===== src/rtl/core/brcd_pkg.sv =====
package brcd_pkg;

    // configuration register indexes
    localparam logic [2:0] CFG_PROTOCOL_MODE = 3'd0;
    localparam logic [2:0] CFG_FAN_COUNT     = 3'd1;
    localparam logic [2:0] CFG_GPIO_COUNT    = 3'd2;
    localparam logic [2:0] CFG_DEVICE_NAME   = 3'd3;
    localparam logic [2:0] CFG_RO_OFFSET     = 3'd4;
    localparam logic [2:0] CFG_RO_POLICY     = 3'd5;

    localparam int CFG_DATA_W = 64;

    localparam logic [1:0] MODE_RAW = 2'd2;

    // register map
    localparam logic [7:0] MARKER         = 8'hFF;
    localparam logic [7:0] FIRST_SYNTH    = 8'd241;
    localparam logic [7:0] REG_CRC_HI     = 8'd241;
    localparam logic [7:0] REG_CRC_LO     = 8'd242;
    localparam logic [7:0] REG_GPIO_COUNT = 8'd243;
    localparam logic [7:0] REG_FAN_COUNT  = 8'd244;
    localparam logic [7:0] REG_RO_OFFSET  = 8'd245;
    localparam logic [7:0] REG_RO_POLICY  = 8'd246;
    localparam logic [7:0] REG_NAME_FIRST = 8'd247;
    localparam logic [7:0] REG_ZERO       = 8'd255;

    localparam logic [15:0] CRC_INIT = 16'hFFFF;

    localparam logic KIND_READ  = 1'b0;
    localparam logic KIND_WRITE = 1'b1;

    // one access to the register store per cycle
    typedef struct packed {
        logic       we;
        logic [7:0] waddr;
        logic [7:0] wdata;
        logic       re;
        logic [7:0] raddr;
    } t_store_req;

endpackage


===== src/rtl/core/brcd_store.sv =====
module brcd_store (
    input  logic                   i_clk,
    input  logic                   i_rst_n,
    input  brcd_pkg::t_store_req   i_req,
    output logic [7:0]             o_rd_data
);
    import brcd_pkg::*;

    logic [7:0]   r_mem [256];
    logic [255:0] r_valid;
    logic [7:0]   r_rd_data;
    logic         r_rd_valid;

    always_ff @(posedge i_clk) begin
        if (i_req.we) begin
            r_mem[i_req.waddr] <= i_req.wdata;
        end
        if (i_req.re) begin
            r_rd_data <= r_mem[i_req.raddr];
        end
    end

    // entries never written since reset read as zero
    always_ff @(posedge i_clk) begin
        if (!i_rst_n) begin
            r_valid    <= '0;
            r_rd_valid <= 1'b0;
        end else begin
            if (i_req.we) begin
                r_valid[i_req.waddr] <= 1'b1;
            end
            if (i_req.re) begin
                r_rd_valid <= r_valid[i_req.raddr];
            end
        end
    end

    assign o_rd_data = r_rd_valid ? r_rd_data : 8'd0;

endmodule


===== src/rtl/core/byte_register_command_decoder_unit.sv =====
// A byte's result word is registered twice: first in stage 1, which holds the store read,
// and then in the output register, which drives o_out_valid.
// Throughput: one byte per cycle while o_in_stall is low; the store takes one read or one write per cycle.
// Bytes that only frame a command (index, marker, dropped write) give no result word.
// Reset (i_rst_n low, synchronous): configuration to defaults, framing to idle,
// raw position to 0, store valid bits cleared so every entry reads zero.
module byte_register_command_decoder_unit #(
    parameter int NAME_BYTES = 8
) (
    input  logic                              i_clk,
    input  logic                              i_rst_n,
    // configuration
    input  logic                              i_cfg_we,
    input  logic [2:0]                        i_cfg_index,
    input  logic [brcd_pkg::CFG_DATA_W-1:0]   i_cfg_data,
    // received bytes
    input  logic                              i_in_valid,
    output logic                              o_in_stall,
    input  logic [7:0]                        i_rx_byte,
    // result words
    output logic                              o_out_valid,
    input  logic                              i_out_stall,
    output logic                              o_kind,
    output logic [7:0]                        o_reg_index,
    output logic [7:0]                        o_reg_value
);
    import brcd_pkg::*;

    localparam int NAME_W = NAME_BYTES * 8;

    // framing phase codes
    localparam logic [1:0] PH_IDLE  = 2'd0;
    localparam logic [1:0] PH_VALUE = 2'd1;
    localparam logic [1:0] PH_READ  = 2'd2;

    // one CRC-16/0x1021 byte update, table-free form
    function automatic logic [15:0] crc_step(input logic [15:0] crc, input logic [7:0] b);
        logic [7:0] x;
        x = crc[15:8] ^ b;
        x = x ^ (x >> 4);
        return (crc << 8) ^ (16'(x) << 12) ^ (16'(x) << 5) ^ 16'(x);
    endfunction

    // configuration registers
    logic [1:0]        r_protocol_mode;
    logic [4:0]        r_fan_count;
    logic [4:0]        r_gpio_count;
    logic [NAME_W-1:0] r_device_name;
    logic [7:0]        r_ro_offset;
    logic              r_ro_policy;

    // framing state
    logic [1:0] r_phase, n_phase;
    logic [7:0] r_pending, n_pending;
    logic [3:0] r_raw_pos, n_raw_pos;

    // stage 1: decoded result, store read in flight
    logic       r_s1_valid;
    logic       r_s1_kind;
    logic [7:0] r_s1_idx;
    logic [7:0] r_s1_val;
    logic       r_s1_from_mem;

    // output register
    logic       r_out_valid;
    logic       r_out_kind;
    logic [7:0] r_out_idx;
    logic [7:0] r_out_val;

    t_store_req st_req;
    logic [7:0] st_rd_data;

    logic        in_acc;
    logic        out_adv;
    logic        s1_free;
    logic        s0_res;
    logic        s0_kind;
    logic [7:0]  s0_idx;
    logic [7:0]  s0_val;
    logic        s0_from_mem;
    logic [63:0] name_full;
    logic [15:0] name_crc;
    logic [7:0]  synth_val;
    logic [7:0]  name_sel;
    logic [4:0]  cnt_eff;
    logic [4:0]  pos_inc;

    always_ff @(posedge i_clk) begin
        if (!i_rst_n) begin
            r_protocol_mode <= 2'd3;
            r_fan_count     <= 5'd16;
            r_gpio_count    <= 5'd16;
            r_device_name   <= '0;
            r_ro_offset     <= 8'd0;
            r_ro_policy     <= 1'b0;
        end else if (i_cfg_we) begin
            unique case (i_cfg_index)
                CFG_PROTOCOL_MODE: r_protocol_mode <= i_cfg_data[1:0];
                CFG_FAN_COUNT:     r_fan_count     <= i_cfg_data[4:0];
                CFG_GPIO_COUNT:    r_gpio_count    <= i_cfg_data[4:0];
                CFG_DEVICE_NAME:   r_device_name   <= i_cfg_data[NAME_W-1:0];
                CFG_RO_OFFSET:     r_ro_offset     <= i_cfg_data[7:0];
                CFG_RO_POLICY:     r_ro_policy     <= i_cfg_data[0];
                default: ;
            endcase
        end
    end

    // handshake: stage 1 drains into the output register whenever that frees up
    assign out_adv    = !r_out_valid || !i_out_stall;
    assign s1_free    = !r_s1_valid || out_adv;
    assign o_in_stall = !s1_free;
    assign in_acc     = i_in_valid && s1_free;

    // name bytes above NAME_BYTES are zero through the extension
    assign name_full = 64'(r_device_name);

    always_comb begin
        name_crc = CRC_INIT;
        for (int i = 0; i < NAME_BYTES; i++) begin
            name_crc = crc_step(name_crc, name_full[i*8 +: 8]);
        end
    end

    always_comb begin
        name_sel  = i_rx_byte - REG_NAME_FIRST;
        synth_val = 8'd0;
        unique case (i_rx_byte)
            REG_CRC_HI:     synth_val = name_crc[15:8];
            REG_CRC_LO:     synth_val = name_crc[7:0];
            REG_GPIO_COUNT: synth_val = 8'(r_gpio_count);
            REG_FAN_COUNT:  synth_val = 8'(r_fan_count);
            REG_RO_OFFSET:  synth_val = r_ro_offset;
            REG_RO_POLICY:  synth_val = 8'(r_ro_policy);
            REG_ZERO:       synth_val = 8'd0;
            default:        synth_val = name_full[name_sel[2:0]*8 +: 8];
        endcase
    end

    // raw wrap point, clamped to 1..16
    always_comb begin
        if (r_fan_count == 5'd0) begin
            cnt_eff = 5'd1;
        end else if (r_fan_count > 5'd16) begin
            cnt_eff = 5'd16;
        end else begin
            cnt_eff = r_fan_count;
        end
        pos_inc = {1'b0, r_raw_pos} + 5'd1;
    end

    // stage 0: decode the byte, issue the store access
    always_comb begin
        n_phase     = r_phase;
        n_pending   = r_pending;
        n_raw_pos   = r_raw_pos;
        s0_res      = 1'b0;
        s0_kind     = KIND_WRITE;
        s0_idx      = i_rx_byte;
        s0_val      = i_rx_byte;
        s0_from_mem = 1'b0;
        st_req      = '0;
        st_req.wdata = i_rx_byte;
        st_req.raddr = i_rx_byte;
        if (r_protocol_mode == MODE_RAW) begin
            // framing state is left alone in raw mode
            s0_res       = 1'b1;
            s0_idx       = {4'd0, r_raw_pos};
            st_req.we    = in_acc;
            st_req.waddr = {4'd0, r_raw_pos};
            n_raw_pos    = (pos_inc >= cnt_eff) ? 4'd0 : pos_inc[3:0];
        end else begin
            unique case (r_phase)
                PH_VALUE: begin
                    n_phase = PH_IDLE;
                    s0_idx  = r_pending;
                    // writes into the synthesized block are swallowed
                    if (r_pending < FIRST_SYNTH) begin
                        s0_res       = 1'b1;
                        st_req.we    = in_acc;
                        st_req.waddr = r_pending;
                    end
                end
                PH_READ: begin
                    n_phase = PH_IDLE;
                    s0_res  = 1'b1;
                    s0_kind = KIND_READ;
                    s0_val  = synth_val;
                    if (i_rx_byte < FIRST_SYNTH) begin
                        s0_from_mem = 1'b1;
                        st_req.re   = in_acc;
                    end
                end
                default: begin
                    // idle, and the unused code behaves as idle
                    if (i_rx_byte == MARKER) begin
                        n_phase = PH_READ;
                    end else begin
                        n_phase   = PH_VALUE;
                        n_pending = i_rx_byte;
                    end
                end
            endcase
        end
    end

    always_ff @(posedge i_clk) begin
        if (!i_rst_n) begin
            r_phase   <= PH_IDLE;
            r_pending <= 8'd0;
            r_raw_pos <= 4'd0;
        end else if (in_acc) begin
            r_phase   <= n_phase;
            r_pending <= n_pending;
            r_raw_pos <= n_raw_pos;
        end
    end

    brcd_store u_store (
        .i_clk     (i_clk),
        .i_rst_n   (i_rst_n),
        .i_req     (st_req),
        .o_rd_data (st_rd_data)
    );

    // stage 1 and output register
    always_ff @(posedge i_clk) begin
        if (!i_rst_n) begin
            r_s1_valid  <= 1'b0;
            r_out_valid <= 1'b0;
        end else begin
            if (s1_free) begin
                r_s1_valid <= in_acc && s0_res;
            end
            if (out_adv) begin
                r_out_valid <= r_s1_valid;
            end
        end
    end

    always_ff @(posedge i_clk) begin
        if (s1_free && in_acc) begin
            r_s1_kind     <= s0_kind;
            r_s1_idx      <= s0_idx;
            r_s1_val      <= s0_val;
            r_s1_from_mem <= s0_from_mem;
        end
        if (out_adv && r_s1_valid) begin
            r_out_kind <= r_s1_kind;
            r_out_idx  <= r_s1_idx;
            r_out_val  <= r_s1_from_mem ? st_rd_data : r_s1_val;
        end
    end

    assign o_out_valid = r_out_valid;
    assign o_kind      = r_out_kind;
    assign o_reg_index = r_out_idx;
    assign o_reg_value = r_out_val;

`ifndef SYNTHESIS
    // a store read always lands in a stage 1 word that takes the memory data
    a_read_lands: assert property (@(posedge i_clk) disable iff (!i_rst_n)
        st_req.re |=> (r_s1_valid && r_s1_from_mem))
        else $error("store read without matching stage 1 word");

    // every raw byte gives a word
    a_raw_result: assert property (@(posedge i_clk) disable iff (!i_rst_n)
        (in_acc && r_protocol_mode == MODE_RAW) |=> r_s1_valid)
        else $error("raw byte lost");

    // a blocked stage 1 word keeps its index and its store read data
    a_s1_hold: assert property (@(posedge i_clk) disable iff (!i_rst_n)
        (r_s1_valid && !out_adv) |=> (r_s1_valid && $stable(r_s1_idx) && $stable(st_rd_data)))
        else $error("stage 1 changed while blocked");

    // the synthesized block never reaches the store
    a_no_synth_write: assert property (@(posedge i_clk) disable iff (!i_rst_n)
        st_req.we |-> (st_req.waddr < FIRST_SYNTH))
        else $error("write into synthesized register range");
`endif

endmodule


===== config.mk =====
export PLATFORM = sky130hd
export DESIGN_NAME = byte_register_command_decoder_unit
export DESIGN_NICKNAME = d
export VERILOG_FILES = /design/src/rtl/core/brcd_pkg.sv /design/src/rtl/core/brcd_store.sv /design/src/rtl/core/byte_register_command_decoder_unit.sv
export SDC_FILE = /design/constraint.sdc
export NUM_CORES = 2
export LEC_CHECK = 0
export BUFFER_PORTS_ARGS = -buffer_cell sky130_fd_sc_hd__buf_2
export CAP_MARGIN = 20
export CORE_ASPECT_RATIO = 0.5
export CORE_UTILIZATION = 56
export CTS_CLUSTER_SIZE = 12
export DETAILED_ROUTE_END_ITERATION = 10
export PLACE_DENSITY_LB_ADDON = 0.3
export SLEW_MARGIN = 20
export SYNTH_ARGS = -nofsm -noshare
export SYNTH_HDL_FRONTEND = slang
export SYNTH_SLANG_ARGS = --single-unit

===== constraint.sdc =====
create_clock -name i_clk -period 5.3 [get_ports i_clk]
set_input_delay 1.06 -clock i_clk [delete_from_list [all_inputs] [get_ports i_clk]]
set_output_delay 1.06 -clock i_clk [all_outputs]
set_load 0.01 [all_outputs]

==> results.txt <==
* Slack of the worst reg-to-reg path: 790 ps
- The count of buffers added on input and output ports is 98.
* Count of mapped cells out of synthesis: 4745
- Hold crit path type: reg2reg
- Crit Path Category: reg2reg
- The analysis attributes to cell leakage a power of 0.0348 µW.
* Worst reg-to-reg path cell count: 9
* CTS tree: yes
- Count of flip-flops with a built-in enable after synthesis: 2091
- Cell at the root of the clock tree: sky130_fd_sc_hd__clkbuf_16
- Mean post-synth cell area: 20.4 µm²
* Worst IR drop on VDD: 0.515 mV
- Setup total negative slack on the finished layout was measured at 0 ps.
- In this run the count of I/O pins placed on the die edge is 99.
* Routed WL: 233000 µm
- Measured against its own limit, the worst slew margin works out to 19.9%.
- Before antenna repair, the detailed router went through 8 iterations.
- # resized after CTS: 0
* Clock buffer depth: 4
- Across the run, the number of max-cap violations was 0.
- Antenna violations before repair: 6
- Die extent in y: 296 µm
* Nets@finish: 5214
* Endpoint of the worst-slack reg-to-reg timing path: u_store.r_mem[33][6]
- The startpoint identified for the worst register-to-register timing path is r_phase[1].
* Total number of placement rows: 107
* Post-cts hold buffer count: 0
- Half-perimeter wire length after placement: 141000 µm
* Netlist area before placement: 96800 µm²
- Largest net degree at the start of global routing: 142
- Required time of the critical path: 5760 ps
* Number of DRC violations after detailed routing: 0
* Global-route congestion overflow total: 0
- Yosys reg bits: 2449
- First-pass GRT wire length: 336000 µm
- Post-CTS setup buffer count: 0
* Clock skew: 43.6 ps
- Worst hold path depth: 0
- Die area: 175000 µm²
- After detailed routing, the number of vias per cell comes to 6.43.
- Insertion delay to the later sink of the worst-skew pair: 870 ps
* Status: completed
- Initial Utilization: 56.6%
- Sequential cells were found to cover 72.3% of the synthesized design area.
- The synthesized netlist contains 55 unique library cells.
- CTS buffer count: 232
- After floorplanning, the core was sized to cover 171000 µm².
* PwrDens: 377 nW/µm²
- Launch instance of the worst min-delay path: r_s1_kind
- The detail route stage leaves a number of antenna-violating nets equal to 0.
- Placer's final routability congestion estimate: 0.890
- For this run, the leading register cell type out of synthesis is sky130_fd_sc_hd__edfxtp_1.
- The worst hold path terminates at o_kind.
- Number of global-route vias before repair: 48.3k
- The H-tree was split into 4 levels.
- F_max: 0.222 GHz
- Ys async rst share: 0%
- The tree built by TritonCTS fans out to 2449 sinks.
- Initial detailed-routing violation count: 6243
* Shortest period the worst path allows: 4510 ps
* Clock transition at the registers of the reported paths: 60 ps
* Layout Area Growth over Synthesis: 12.0%
- Final hold slack: 431 ps
- Overall track demand over capacity in global routing: 26.7%
* Startpoint type of the worst setup path: flop
- The post-route netlist has 25.6% of its cells at a drive strength greater than 1.
- In the final routed layout, each cell accounts on average for 30.6 µm.
- Setup violations remaining at the end of the flow were counted as 0.
- The final route contains 48.9k vias.
- Critical path fanouts, max: 11
* Overall die width: 590 µm
- Final hold violation count: 0
* Final count of pins violating max slew: 0
* Unrepaired setup endpoints after global routing: no
- Final clock period utilization by the worst path: 85.0%
- Kind of capture point of the worst setup path: flop
* Pin slew with the least headroom to its limit: 1200 ps
- Arrival time at the worst endpoint: 4970 ps
* Number of warnings printed during yosys synthesis: 0
[kinds of logic after synthesis]
logic type	after synthesis	synth area share, %
DFF	2449	72.3
muxes	808	18.2
and+or+nand+nor	563	2.42
AOI/OAI and AO/OA	428	3.20
buffers and inverters	307	1.21
xor gates and xnor gates	176	2.50
adders and majority gates	13	0.168
other	1	0.00387
[per-stage QoR]
step	util, %	std cells	area (µm²)	setup WS, ps	power [µW]
detailed placement	59.5	7171	102000	583	26000
floorplan	-	4864	97200	64.9	24700
global route	63.4	7599	108000	667	41900
global placement	59.5	7169	102000	655	25900
CTS	63.4	7594	108000	924	40900
finish	63.4	7602	108000	793	40900
[area by class of cell]
class	count	area [µm²]
sequential	2449	70000
fill	11200	62600
multi-input combinational	2108	26200
clock buffer	415	6550
tap	2289	2860
timing repair buffer	312	2680
clock inverter	8	103
inverter	18	67.6
antenna	3	7.51
[routing by layer]
| layer | part of all wire [%] | track usage, % | up-vias |
|---|---|---|---|
| li1 | - | - | 20000 |
| met1 | 40 | 38.6 | 25900 |
| met2 | 47 | 41.5 | 2674 |
| met3 | 11 | 6.47 | 398 |
| met4 | 2.6 | 7.16 | 2 |
| met5 | 0.0065 | 0 | - |
[placed cells by master, fill, tap and decap left out, types with 43 or more instances in the layout]
master,n
sky130_fd_sc_hd__edfxtp_1,2091
sky130_fd_sc_hd__mux4_2,764
sky130_fd_sc_hd__dfxtp_1,358
sky130_fd_sc_hd__nor2_1,251
sky130_fd_sc_hd__o21a_1,242
sky130_fd_sc_hd__clkbuf_16,233
sky130_fd_sc_hd__nand2_1,193
sky130_fd_sc_hd__clkbuf_1,178
sky130_fd_sc_hd__buf_4,173
sky130_fd_sc_hd__conb_1,120
sky130_fd_sc_hd__buf_2,89
sky130_fd_sc_hd__xnor2_1,85
sky130_fd_sc_hd__a21boi_0,69
sky130_fd_sc_hd__mux2i_1,43
[worst max path at each step]
stage	cells after the start	start	end	slack, ps
3_5_place_dp	7	i_rx_byte[0]	u_store.r_rd_data[1]	580
5_1_grt	9	r_phase[1]	u_store.r_mem[33][0]	670
3_3_place_gp	6	i_rx_byte[0]	u_store.r_rd_data[7]	650
4_1_cts	9	r_phase[1]	u_store.r_mem[117][2]	920
6_report	9	r_phase[1]	u_store.r_mem[33][6]	790
2_1_floorplan	13	i_rx_byte[1]	r_s1_val[3]	60
[report_power, final]
| part | internal (µW) | leakage (µW) | total [µW] | switching (µW) |
|---|---|---|---|---|
| Clock | 8320 | 0.00316 | 15200 | 6880 |
| Combinational | 2210 | 0.00985 | 4600 | 2390 |
| Sequential | 21000 | 0.0218 | 21100 | 54.5 |
| Total | 31500 | 0.0348 | 40900 | 9320 |
[synth_stat cells (all sizes together), types with 2 or more instances]
master	count	share of area (%)
nor3b	3	0.023
nand2b	4	0.026
a221o	4	0.041
nor2	272	1.1
o22a	2	0.018
o221a	2	0.023
a221oi	7	0.063
a22oi	18	0.14
edfxtp	2091	65
and3	8	0.052
nand3	13	0.067
a211oi	3	0.023
mux2i	43	0.44
ha	13	0.17
xnor3	47	1.1
xnor2	89	0.86
a21boi	70	0.54
xor2	30	0.29
nor3	7	0.036
inv	17	0.066
o21a	242	1.9
dfxtp	358	7.4
buf	84	0.34
o21ai	34	0.18
o211ai	4	0.031
a22o	6	0.054
nand2	193	0.75
xor3	10	0.25
nor2b	37	0.24
a21oi	30	0.16
clkbuf	205	0.80
mux4	764	18
and2	21	0.14
[worst max-delay path: stages, from the launching register on]
cell and delay [ps]:
sky130_fd_sc_hd__dfxtp_1 330, sky130_fd_sc_hd__inv_1 60, sky130_fd_sc_hd__ha_1 500, sky130_fd_sc_hd__nand2_1 220
sky130_fd_sc_hd__nor2_1 350, sky130_fd_sc_hd__a21boi_0 240, sky130_fd_sc_hd__nor2_1 270, sky130_fd_sc_hd__nand2_1 720
sky130_fd_sc_hd__buf_4 530, sky130_fd_sc_hd__nor2_1 880
[flip-flops by register name, summed over array words and instances (netlist names), 2 cells and up]
register           cells
r_pending              8
name_full             64
r_raw_pos              4
r_ro_offset            8
r_phase                2
r_protocol_mode        2
r_s1_val               8
o_reg_index            8
r_s1_idx               8
u_store.r_valid      256
r_gpio_count           5
u_store.r_rd_data      8
r_fan_count            5
u_store.r_mem       2048
o_reg_value            8
No activity file was read; power rests on OpenSTA's default activity.
